[src/assert_macros.svh]
// ----------------------------------------------------------------------------
// assert_macros.svh
// assertion helpers shared by the crsf receiver modules
// ----------------------------------------------------------------------------
`ifndef ASSERT_MACROS_SVH
`define ASSERT_MACROS_SVH

`ifndef NO_ASSERTIONS
// same-cycle implication, disabled while in reset
`define CRSF_ASSERT_IMP(lbl, clk, rstn, ante, cons) \
    lbl: assert property (@(posedge clk) disable iff (!rstn) (ante) |-> (cons)) \
        else $error("crsf assertion failed");
// next-cycle implication, disabled while in reset
`define CRSF_ASSERT_NXT(lbl, clk, rstn, ante, cons) \
    lbl: assert property (@(posedge clk) disable iff (!rstn) (ante) |=> (cons)) \
        else $error("crsf assertion failed");
`else
`define CRSF_ASSERT_IMP(lbl, clk, rstn, ante, cons)
`define CRSF_ASSERT_NXT(lbl, clk, rstn, ante, cons)
`endif

`endif

[src/crsf_pkg.sv]
// ----------------------------------------------------------------------------
// crsf_pkg
// shared types and status codes of the crsf frame receiver
// ----------------------------------------------------------------------------
`timescale 1ns / 1ps

package crsf_pkg;

    typedef logic [2:0] t_status;

    localparam t_status ST_IN_FRAME      = 3'd0;
    localparam t_status ST_ADDR_MISMATCH = 3'd1;
    localparam t_status ST_BAD_LENGTH    = 3'd2;
    localparam t_status ST_FRAME_OK      = 3'd3;
    localparam t_status ST_CRC_ERROR     = 3'd4;
    localparam t_status ST_TIMEOUT       = 3'd5;

    localparam logic [7:0] SYNC_RESET = 8'd200;

    typedef struct packed {
        t_status    status;
        logic [7:0] data_byte;
        logic [5:0] byte_index;
        logic [7:0] frame_type;
    } t_result;

endpackage

[src/crsf_if.sv]
// ----------------------------------------------------------------------------
// crsf_if
// valid/ready channels of the crsf frame receiver
// ----------------------------------------------------------------------------
`timescale 1ns / 1ps

interface crsf_rx_if;
    logic       valid;
    logic       ready;
    logic [7:0] rx_byte;
    logic       is_timeout;

    modport source (output valid, rx_byte, is_timeout, input ready);
    modport sink   (input valid, rx_byte, is_timeout, output ready);
endinterface

interface crsf_res_if;
    logic                valid;
    logic                ready;
    crsf_pkg::t_status   status;
    logic [7:0]          data_byte;
    logic [5:0]          byte_index;
    logic [7:0]          frame_type;

    modport source (output valid, status, data_byte, byte_index, frame_type, input ready);
    modport sink   (input valid, status, data_byte, byte_index, frame_type, output ready);
endinterface

interface crsf_cfg_if;
    logic       valid;
    logic       ready;
    logic [7:0] data;

    modport source (output valid, data, input ready);
    modport sink   (input valid, data, output ready);
endinterface

[src/crsf_crc8.sv]
// ----------------------------------------------------------------------------
// crsf_crc8
// one byte step of crc-8 dvb-s2 (poly 0xd5, msb first)
// ----------------------------------------------------------------------------
`timescale 1ns / 1ps

module crsf_crc8 (
    input  logic [7:0] i_crc,
    input  logic [7:0] i_data,
    output logic [7:0] o_crc
);

    localparam logic [7:0] CrcPoly = 8'hD5;

    always_comb begin
        logic [7:0] c;
        c = i_crc ^ i_data;
        for (int k = 0; k < 8; k++) begin
            if (c[7]) begin
                c = {c[6:0], 1'b0} ^ CrcPoly;
            end else begin
                c = {c[6:0], 1'b0};
            end
        end
        o_crc = c;
    end

endmodule

[src/crsf_deframer.sv]
// ----------------------------------------------------------------------------
// crsf_deframer
// frame position tracking, length check and running crc per byte
// ----------------------------------------------------------------------------
`timescale 1ns / 1ps
`include "assert_macros.svh"

module crsf_deframer #(
    parameter int MAX_FRAME = 64
) (
    input  logic              i_clk,
    input  logic              i_rst_n,
    input  logic              i_accept,
    input  logic [7:0]        i_rx_byte,
    input  logic              i_is_timeout,
    input  logic [7:0]        i_sync_address,
    output crsf_pkg::t_result o_result
);

    localparam int         CntW   = $clog2(MAX_FRAME);
    localparam logic [7:0] MinLen = 8'd2;
    localparam logic [7:0] MaxLen = 8'(MAX_FRAME - 2);

    logic [CntW-1:0] r_byte_count, n_byte_count;
    logic [7:0]      r_frame_length, n_frame_length;
    logic [7:0]      r_running_crc, n_running_crc;
    logic [7:0]      r_type_byte, n_type_byte;

    logic [7:0]      crc_next;
    logic [8:0]      count_ext;
    logic [8:0]      len_end;
    logic [CntW+5:0] idx_ext;

    crsf_crc8 u_crc (
        .i_crc  (r_running_crc),
        .i_data (i_rx_byte),
        .o_crc  (crc_next)
    );

    assign count_ext = 9'(r_byte_count);
    assign len_end   = {1'b0, r_frame_length} + 9'd1;
    assign idx_ext   = {6'd0, r_byte_count};

    always_comb begin
        n_byte_count        = r_byte_count;
        n_frame_length      = r_frame_length;
        n_running_crc       = r_running_crc;
        n_type_byte         = r_type_byte;
        o_result.status     = crsf_pkg::ST_IN_FRAME;
        o_result.data_byte  = i_rx_byte;
        o_result.byte_index = idx_ext[5:0];
        o_result.frame_type = 8'd0;

        if (i_is_timeout) begin
            // partial frame is kept as it is
            o_result.status     = crsf_pkg::ST_TIMEOUT;
            o_result.data_byte  = 8'd0;
            o_result.frame_type = r_type_byte;
        end else if (r_byte_count == '0) begin
            if (i_rx_byte != i_sync_address) begin
                o_result.status = crsf_pkg::ST_ADDR_MISMATCH;
            end else begin
                n_byte_count  = CntW'(1);
                n_running_crc = 8'd0;
                n_type_byte   = 8'd0;
            end
        end else if (count_ext == 9'd1) begin
            if (i_rx_byte < MinLen || i_rx_byte > MaxLen) begin
                o_result.status = crsf_pkg::ST_BAD_LENGTH;
                n_byte_count    = '0;
            end else begin
                n_frame_length = i_rx_byte;
                n_byte_count   = CntW'(2);
            end
        end else if (count_ext == len_end) begin
            o_result.status     = (i_rx_byte == r_running_crc) ?
                                  crsf_pkg::ST_FRAME_OK : crsf_pkg::ST_CRC_ERROR;
            o_result.frame_type = r_type_byte;
            n_byte_count        = '0;
        end else begin
            // type byte or payload byte
            if (count_ext == 9'd2) begin
                n_type_byte = i_rx_byte;
            end
            o_result.frame_type = n_type_byte;
            n_running_crc       = crc_next;
            n_byte_count        = r_byte_count + CntW'(1);
        end
    end

    always_ff @(posedge i_clk) begin
        if (!i_rst_n) begin
            r_byte_count   <= '0;
            r_frame_length <= 8'd0;
            r_running_crc  <= 8'd0;
            r_type_byte    <= 8'd0;
        end else if (i_accept) begin
            r_byte_count   <= n_byte_count;
            r_frame_length <= n_frame_length;
            r_running_crc  <= n_running_crc;
            r_type_byte    <= n_type_byte;
        end
    end

    `CRSF_ASSERT_NXT(a_restart_after_end, i_clk, i_rst_n, i_accept && !i_is_timeout && (o_result.status == crsf_pkg::ST_FRAME_OK || o_result.status == crsf_pkg::ST_CRC_ERROR || o_result.status == crsf_pkg::ST_BAD_LENGTH), r_byte_count == '0)
    `CRSF_ASSERT_NXT(a_timeout_keeps_frame, i_clk, i_rst_n, i_accept && i_is_timeout, $stable(r_byte_count) && $stable(r_running_crc) && $stable(r_type_byte))
    `CRSF_ASSERT_IMP(a_count_in_frame, i_clk, i_rst_n, count_ext > 9'd1, count_ext <= len_end)

endmodule

[src/crsf_out_stage.sv]
// ----------------------------------------------------------------------------
// crsf_out_stage
// result register between the deframer and the result channel
// ----------------------------------------------------------------------------
`timescale 1ns / 1ps

module crsf_out_stage (
    input  logic              i_clk,
    input  logic              i_rst_n,
    input  logic              i_load,
    input  crsf_pkg::t_result i_result,
    output logic              o_ready,
    crsf_res_if.source        o_res
);

    logic              r_valid;
    crsf_pkg::t_result r_result;

    // a new result may enter when the register is empty or being drained
    assign o_ready = !r_valid || o_res.ready;

    always_ff @(posedge i_clk) begin
        if (!i_rst_n) begin
            r_valid <= 1'b0;
        end else if (o_ready) begin
            r_valid <= i_load;
        end
    end

    always_ff @(posedge i_clk) begin
        if (i_load) begin
            r_result <= i_result;
        end
    end

    assign o_res.valid      = r_valid;
    assign o_res.status     = r_result.status;
    assign o_res.data_byte  = r_result.data_byte;
    assign o_res.byte_index = r_result.byte_index;
    assign o_res.frame_type = r_result.frame_type;

endmodule

[src/crsf_frame_receiver.sv]
// ----------------------------------------------------------------------------
// crsf_frame_receiver
// byte-serial crsf deframer with crc-8 dvb-s2 check
// ----------------------------------------------------------------------------
// Takes one received byte (or a timeout marker) per transaction and returns
// exactly one status transaction for it from the output register. A byte
// can be accepted on every clock: the frame counter, length and crc state
// are updated in the same cycle the byte is taken, and the result sits in a
// single output register that is refilled in the cycle it is drained, so the
// sustained rate is one byte per cycle as long as the result side keeps up.
// The sync address register resets to 200 and should be written only while
// no result is outstanding.
`timescale 1ns / 1ps
`include "assert_macros.svh"

module crsf_frame_receiver #(
    parameter int MAX_FRAME = 64
) (
    input  logic       i_clk,
    input  logic       i_rst_n,
    crsf_rx_if.sink    i_rx,
    crsf_res_if.source o_res,
    crsf_cfg_if.sink   i_cfg
);

    logic [7:0]        r_sync_address;
    logic              rx_ready;
    logic              rx_accept;
    crsf_pkg::t_result result;

    assign i_cfg.ready = 1'b1;
    assign i_rx.ready  = rx_ready;
    assign rx_accept   = i_rx.valid && rx_ready;

    always_ff @(posedge i_clk) begin
        if (!i_rst_n) begin
            r_sync_address <= crsf_pkg::SYNC_RESET;
        end else if (i_cfg.valid) begin
            r_sync_address <= i_cfg.data;
        end
    end

    crsf_deframer #(
        .MAX_FRAME (MAX_FRAME)
    ) u_deframer (
        .i_clk          (i_clk),
        .i_rst_n        (i_rst_n),
        .i_accept       (rx_accept),
        .i_rx_byte      (i_rx.rx_byte),
        .i_is_timeout   (i_rx.is_timeout),
        .i_sync_address (r_sync_address),
        .o_result       (result)
    );

    crsf_out_stage u_out (
        .i_clk    (i_clk),
        .i_rst_n  (i_rst_n),
        .i_load   (rx_accept),
        .i_result (result),
        .o_ready  (rx_ready),
        .o_res    (o_res)
    );

    `CRSF_ASSERT_NXT(a_accept_gives_result, i_clk, i_rst_n, rx_accept, o_res.valid)

endmodule
[src/flat_wrapper.sv]
// flat-port wrapper written by rule: the top's interface ports become plain ports
module crsf_frame_receiver_flat 
#(
    parameter int MAX_FRAME = 64
)
  (i_clk, i_rst_n, i_rx_valid, i_rx_rx_byte, i_rx_is_timeout, i_rx_ready, o_res_valid, o_res_status, o_res_data_byte, o_res_byte_index, o_res_frame_type, o_res_ready, i_cfg_valid, i_cfg_data, i_cfg_ready);
  crsf_rx_if i_rx_i ();
  crsf_res_if o_res_i ();
  crsf_cfg_if i_cfg_i ();
  input  logic i_clk;
  input  logic i_rst_n;
  input wire logic [$bits(i_rx_i.valid)-1:0] i_rx_valid;
  input wire logic [$bits(i_rx_i.rx_byte)-1:0] i_rx_rx_byte;
  input wire logic [$bits(i_rx_i.is_timeout)-1:0] i_rx_is_timeout;
  output wire logic [$bits(i_rx_i.ready)-1:0] i_rx_ready;
  output wire logic [$bits(o_res_i.valid)-1:0] o_res_valid;
  output wire logic [$bits(o_res_i.status)-1:0] o_res_status;
  output wire logic [$bits(o_res_i.data_byte)-1:0] o_res_data_byte;
  output wire logic [$bits(o_res_i.byte_index)-1:0] o_res_byte_index;
  output wire logic [$bits(o_res_i.frame_type)-1:0] o_res_frame_type;
  input wire logic [$bits(o_res_i.ready)-1:0] o_res_ready;
  input wire logic [$bits(i_cfg_i.valid)-1:0] i_cfg_valid;
  input wire logic [$bits(i_cfg_i.data)-1:0] i_cfg_data;
  output wire logic [$bits(i_cfg_i.ready)-1:0] i_cfg_ready;
  assign i_rx_i.valid = i_rx_valid;
  assign i_rx_i.rx_byte = i_rx_rx_byte;
  assign i_rx_i.is_timeout = i_rx_is_timeout;
  assign i_rx_ready = i_rx_i.ready;
  assign o_res_valid = o_res_i.valid;
  assign o_res_status = o_res_i.status;
  assign o_res_data_byte = o_res_i.data_byte;
  assign o_res_byte_index = o_res_i.byte_index;
  assign o_res_frame_type = o_res_i.frame_type;
  assign o_res_i.ready = o_res_ready;
  assign i_cfg_i.valid = i_cfg_valid;
  assign i_cfg_i.data = i_cfg_data;
  assign i_cfg_ready = i_cfg_i.ready;
  crsf_frame_receiver #(.MAX_FRAME(MAX_FRAME)) u_core (.i_clk(i_clk), .i_rst_n(i_rst_n), .i_rx(i_rx_i), .o_res(o_res_i), .i_cfg(i_cfg_i));
endmodule
[config.mk]
export PLATFORM = sky130hd
export DESIGN_NAME = crsf_frame_receiver_flat
export DESIGN_NICKNAME = d
export VERILOG_FILES = /design/src/crsf_pkg.sv /design/src/crsf_if.sv /design/src/crsf_crc8.sv /design/src/crsf_deframer.sv /design/src/crsf_out_stage.sv /design/src/crsf_frame_receiver.sv /design/src/flat_wrapper.sv
export VERILOG_INCLUDE_DIRS = /design/src /design/src/src
export SDC_FILE = /design/constraint.sdc
export NUM_CORES = 1
export LEC_CHECK = 0
export BUFFER_PORTS_ARGS = -buffer_cell sky130_fd_sc_hd__buf_2
export CORE_ASPECT_RATIO = 0.9
export CORE_MARGIN = 1
export CORE_UTILIZATION = 60
export CTS_BUF_LIST = sky130_fd_sc_hd__clkbuf_16
export CTS_CLUSTER_DIAMETER = 200
export DETAILED_ROUTE_END_ITERATION = 7
export PLACE_DENSITY = 0.93
export RECOVER_POWER = 50
export SYNTH_ARGS = -nofsm -noshare
export SYNTH_HDL_FRONTEND = slang
export SYNTH_SLANG_ARGS = --single-unit
[constraint.sdc]
create_clock -name i_clk -period 5.8 [get_ports i_clk]
set_input_delay 0 -clock i_clk [delete_from_list [all_inputs] [get_ports i_clk]]
set_output_delay 0 -clock i_clk [all_outputs]
set_load 0.05 [all_outputs]
==> metrics, run 1 <==
initial antenna violation count 0; Root Buffer clkbuf_16; placed cells 388; syn nets 317; post-synth top area cell dfxtp_1; Post-Synth XOR/XNOR Area 0.118; fraction of layout cells with a size suffix above 1 0.129; post-synthesis adder-cell area fraction 0.0241; met2 wire len 3220 um; mux cell area share after synthesis 0.0546; Seq/Total Area, Yosys 0.491; fin util 0.764; Slew Viols, Final 0; fin nets 371; Critical Path RT 6.00 ns; final worst slack 2.99 ns; share of the synthesized area in the top cell type 0.250; commonest non-fill, non-tap cell in the layout dfxtp_1; final wirelength 6820 um; area grow syn2layout 20.6%; cell area after synthesis 3120 um^2; worst hold endpoint u_core.u_out.o_res.valid; Post-synth ARST share 0; # Post-CTS Setup Buffers 0; worst min path class input pin to register; Mapped Cells 289; CTS sink cnt 64; DR vias 2350; global-route wire length before repair 11000 um; Initial Util 0.633; Port Buffers 48; Static Leak 1.43 nW; DRT Pass-1 Iters 4; Finished Layout Cells 413; Post-Synth Simple-Gate Area 0.159; Routability Congestion 0.927; Fin. Hold Viols 0; worst vdd ir 0.250 mV; WL met1 2920 um; HPWL Detailed 4500 um; first-iteration detailed-routing DRC count 223; minimum clock period 2.81 ns; crit path kind register to register; clk buf depth 2; post-route ant nets 0; RSZ-0062 raised after global routing false; Hold Path Cell Cnt 3; Ant. Diodes 0; top sig layer met4; Worst EP arrival 3.01 ns; largest family of logic cells by synthesized area simple AND/OR/NAND/NOR gates; die area 5490 um^2; skew final 0.00639 ns; Inserted Clock Buffers 9; post-synthesis cell type count 54; CP endpoint kind register; GRT Total Usage 0.268; CTS-repair resized insts 0; post-synthesis compound-gate area fraction 0.122; clk_lat worst skew 0.33 ns; Row Count 24; max_cap viols 0; flop2flop setup slack 2.99 ns; max_slew headroom 0.382; FF-to-FF Start u_core.u_deframer.r_frame_length[0]; Min Hold Slack 0.0126 ns; total power 1.23 mW; met3 WL post-DR 527 um; Setup TNS 0 ns; status completed; max frequency 356 MHz; Power Density 326 nW/um^2; Finished Cell Area 3760 um^2; Std-Cell Core Area 4920 um^2; Post-DP Area 3360 um^2; Top FF cell, synth dfxtp_1; global route total overflow 0; number of flops mapped to enable cells by yosys 25; worst-margin pin slew 0.925 ns; largest net degree at the start of global routing 26; DR DRC count 0; synthesized flop and latch total 64; wire per inst 16.5 um; period utilisation layout 0.485; largest cells by area after synthesis dfxtp_1 (25%), edfxtp_1 (24%), xnor2_1 (7.3%); Register-to-Register Path Depth 7; pre-CTS WS 3.14 ns; routed vias/inst 5.69; Critical path origin u_core.u_deframer.r_frame_length[0]; Die H 70.4 um; Reg2Reg Capture Point u_core.u_out.o_res.frame_type[6]; # IOs 50; Setup violations, final 0; Yosys Warn Count 0; vias in the first global route 2267; CTS tree built; H-tree Lvls 3; Clock Pin Slew Worst Setup and Hold Paths 0.05 ns; hold_sp o_res_ready; Die W 78.0 um; CP max FO 8; most frequent cells in the layout dfxtp_1 (39), clkbuf_1 (29), nand2_1 (27); Critical Path Source Type register; synthesized area per cell 10.8 um^2
## per-layer routing
metal / vias to the layer above / GRT usage
li1: 1146 / -
met1: 1081 / 0.340
met2: 106 / 0.431
met3: 17 / 0.0889
met4: 0 / 0.0864
met5: - / 0
## repair_timing
action / 4_1_cts / 5_1_grt
endpoints found under the setup margin: 0 / 0
hold buffers: 9 / 0
endpoints found under the hold margin: 9 / 0
## sequential cells by signal, summed over array words and instances (netlist names)
register,cells
u_core.u_out.o_res.data_byte,8
u_core.u_deframer.r_running_crc,8
u_core.u_deframer.r_type_byte,8
u_core.u_out.o_res.status,3
u_core.u_deframer.r_frame_length,8
u_core.u_out.o_res.valid,1
u_core.r_sync_address,8
u_core.u_out.o_res.frame_type,8
u_core.u_deframer.r_byte_count,6
u_core.u_out.o_res.byte_index,6
## worst max-delay path by stage
stage | end | slack [ns] | cells after the start
2_1_floorplan | u_core.u_deframer.r_frame_length[0] | 3.31 | 7
4_1_cts | u_core.u_out.o_res.frame_type[7] | 3.03 | 7
5_1_grt | u_core.u_out.o_res.frame_type[5] | 2.78 | 7
3_3_place_gp | u_core.u_out.o_res.frame_type[7] | 3.29 | 7
3_5_place_dp | u_core.u_out.o_res.frame_type[6] | 3.14 | 7
6_report | u_core.u_out.o_res.frame_type[6] | 2.99 | 7
## critical path, stage by stage (launching register included)
cell and delay, ns:
dfxtp_1 0.37, ha_1 0.27, nand2b_1 0.18, a21o_1 0.19, a31oi_1 0.40, o311ai_2 0.19
nor3b_1 0.82, a22o_1 0.25
## power breakdown
part           internal, mW  switching [mW]
sequential            0.481         0.00516
combinational        0.0385          0.0891
clock                 0.420           0.195
total                 0.939           0.289
## cell families after synthesis
group                    Yosys count
multiplexers                      17
adder cells (fa/ha/maj)            6
AND/OR/NAND/NOR                   93
other                              1
AO/OA/AOI/OAI                     48
XOR/XNOR                          41
buffers and inverters             19
flip-flops                        64
## cell usage after synthesis (2+ instances only)
cell type and count:
dfxtp_1 39, nand2_1 27, xnor2_1 26, edfxtp_1 25, nor2_1 21, mux2i_1 17, a22o_1 16, xor2_1 14
nor2b_1 8, nand3_1 7, clkbuf_1 6, ha_1 6, nor3_1 6, a31oi_1 4, buf_2 4, inv_1 4
o21ai_0 4, a21oi_1 3, and3_1 3, nand2b_1 3, o22ai_1 3, a21boi_0 2, a21o_1 2, and4_1 2
buf_6 2, nand4_1 2, nor3b_1 2, nor4_1 2, o211ai_1 2, o32ai_1 2, or3_1 2
## cell type report
class / instances / area (um^2)
sequential: 64 / 1530
multi-input combinational: 206 / 1490
fill: 347 / 1160
timing repair buffer: 57 / 294
clock buffer: 9 / 225
clock inverter: 7 / 119
tap: 65 / 81.3
inverter: 5 / 18.8
Note: power is estimated with default switching activity, not from simulation.
==> run 2: changes to the inputs <==
- CORE_UTILIZATION: 60 -> 56
- PLACE_DENSITY: 0.93 -> 0.88
- clock period: 5.8 -> 2.7 ns (I/O delays scaled with it)
==> run 2 against run 1 <==
Against the previous run:
- final cell count increased by 1.7%
- hold slack improved by 0.026 ns
- sequential share of layout area down 0.24 points
- sequential power rose by 110%
- setup slack worse by 2.9 ns
- critical endpoint is now u_core.u_out.o_res.frame_type[0]
- register-to-register slack got worse by 2.9 ns
==> metrics, run 2 (synthesized netlist as in run 1, its figures left out) <==
Ant. Diodes 0; period utilisation layout 0.951; FF-to-FF Start u_core.u_deframer.r_frame_length[0]; H-tree Lvls 3; CTS tree built; minimum clock period 2.57 ns; CTS sink cnt 64; Slew Viols, Final 0; CP endpoint kind register; global route total overflow 0; Psw 619 uW; skew final 0.00297 ns; Std-Cell Core Area 5320 um^2; # IOs 50; max_cap viols 0; Setup TNS 0 ns; Critical Path RT 2.89 ns; global-route wire length before repair 11600 um; fin nets 376; post-route ant nets 0; worst vdd ir 0.434 mV; sw frac 0.244; Worst EP arrival 2.76 ns; Setup violations, final 0; CP top delay family compound AO/OA/AOI/OAI gates; Fin. Hold Viols 0; max frequency 389 MHz; # Post-CTS Setup Buffers 0; Register-to-Register Path Depth 6; Initial Util 0.586; Power Density 670 nW/um^2; Die H 72.8 um; Worst path slowest cell or4_1; GRT Total Usage 0.271; sequential share of power 0.412; status completed; initial antenna violation count 0; Port Buffers 48; DRT Pass-1 Iters 6; CP max FO 8; wire per inst 17.6 um; Critical Path Source Type register; Inserted Clock Buffers 9; largest net degree at the start of global routing 26; hold_sp i_rst_n; RSZ-0062 raised after global routing false; Root Buffer clkbuf_16; Routability Congestion 0.917; Row Count 25; Worst path max stage delay 0.62 ns; die area 5870 um^2; routed vias/inst 6.01; Logic pwr share 0.110; Min Hold Slack 0.0384 ns; Hold Path Cell Cnt 2; DR DRC count 0; vias in the first global route 2399; first-iteration detailed-routing DRC count 237; clock share of power 0.478; P_int 1.92 mW; area grow syn2layout 21.3%; HPWL Detailed 4740 um; clk buf depth 2; Static Leak 1.44 nW; clk_lat worst skew 0.33 ns; Clock Pin Slew Worst Setup and Hold Paths 0.05 ns; crit path kind register to register; most frequent cells in the layout dfxtp_1 (39), clkbuf_1 (29), nand2_1 (27); critical path cell sequence ha_1, xor2_1, or4_1, o311ai_4, a21o_1, a22o_1; worst hold endpoint u_core.r_sync_address[3]; Reg2Reg Capture Point u_core.u_out.o_res.frame_type[0]; flop2flop setup slack 0.13 ns; final wirelength 7400 um; crit path buf inv count 0; max_slew headroom 0.394; worst min path class input pin to register; DR vias 2525; commonest non-fill, non-tap cell in the layout dfxtp_1; fraction of layout cells with a size suffix above 1 0.144; worst-margin pin slew 0.909 ns; Die W 80.7 um
[run 2: changes by cell type in the layout (fill, tap and decap cells not counted)]
| cell | previous run | this run |
|---|---|---|
| buf_2 | 19 | 20 |
| buf_4 | 0 | 4 |
| bufinv_16 | 3 | 2 |
| clkinv_1 | 2 | 1 |
| clkinv_2 | 0 | 2 |
| clkinv_4 | 1 | 0 |
| clkinvlp_4 | 1 | 2 |
| inv_1 | 4 | 5 |
| inv_6 | 1 | 0 |
| nor3b_1 | 2 | 1 |
| nor3b_2 | 0 | 1 |
| o311ai_2 | 1 | 0 |
| o311ai_4 | 0 | 1 |
[run 2: worst max path at each step]
stage | start | end | depth (start not counted)
after global routing | u_core.u_deframer.r_frame_length[0] | u_core.u_out.o_res.frame_type[0] | 6
after detailed placement | u_core.u_deframer.r_frame_length[0] | u_core.u_out.o_res.frame_type[0] | 6
after global placement | u_core.u_deframer.r_frame_length[0] | u_core.u_out.o_res.frame_type[3] | 6
after floorplan | u_core.u_out.o_res.valid | u_core.u_deframer.r_frame_length[0] | 7
final | u_core.u_deframer.r_frame_length[0] | u_core.u_out.o_res.frame_type[0] | 6
after CTS | u_core.u_deframer.r_frame_length[0] | u_core.u_out.o_res.frame_type[2] | 6
[run 2: area by class of cell]
cell class                 instances  area (um^2)
fill                             408         1530
sequential                        64         1530
multi-input combinational        206         1510
timing repair buffer              62          329
clock buffer                       9          225
clock inverter                     7         88.8
tap                               67         83.8
inverter                           5         18.8
[run 2: through the flow]
| step | cell area [um^2] | util | total power, mW | cells | setup slack (ns) |
|---|---|---|---|---|---|
| 4_1_cts | 3810 | 0.716 | 2.55 | 420 | 0.0812 |
| 6_report | 3780 | 0.712 | 2.54 | 420 | 0.131 |
| 5_1_grt | 3780 | 0.712 | 2.60 | 420 | 0.0276 |
| 3_3_place_gp | 3400 | 0.640 | 1.33 | 395 | 0.211 |
| 3_5_place_dp | 3400 | 0.640 | 1.33 | 395 | 0.109 |
| 2_1_floorplan | 3120 | - | 1.27 | 289 | 0.210 |
[run 2: layer usage]
layer | up-vias | GRT usage | routed length, um
met2 | 133 | 0.444 | 3540
met4 | 0 | 0.147 | 229
li1 | 1152 | - | -
met1 | 1213 | 0.334 | 3090
met5 | - | 0 | 0
met3 | 27 | 0.0563 | 544
[run 2: repair_timing]
action                                 in CTS  in global routing
endpoints found under the hold margin       9                  0
hold buffers                                9                  0
resized for setup                           0                  2
setup endpoints to repair                   0                  8
[run 2: power groups by stage]
stage / combinational (mW) / sequential (mW) / clock, mW
6_report: 0.279 / 1.04 / 1.21
5_1_grt: 0.296 / 1.05 / 1.26
4_1_cts: 0.283 / 1.04 / 1.22
3_5_place_dp: 0.271 / 1.06 / 0
3_3_place_gp: 0.265 / 1.06 / 0
2_1_floorplan: 0.139 / 1.13 / 0
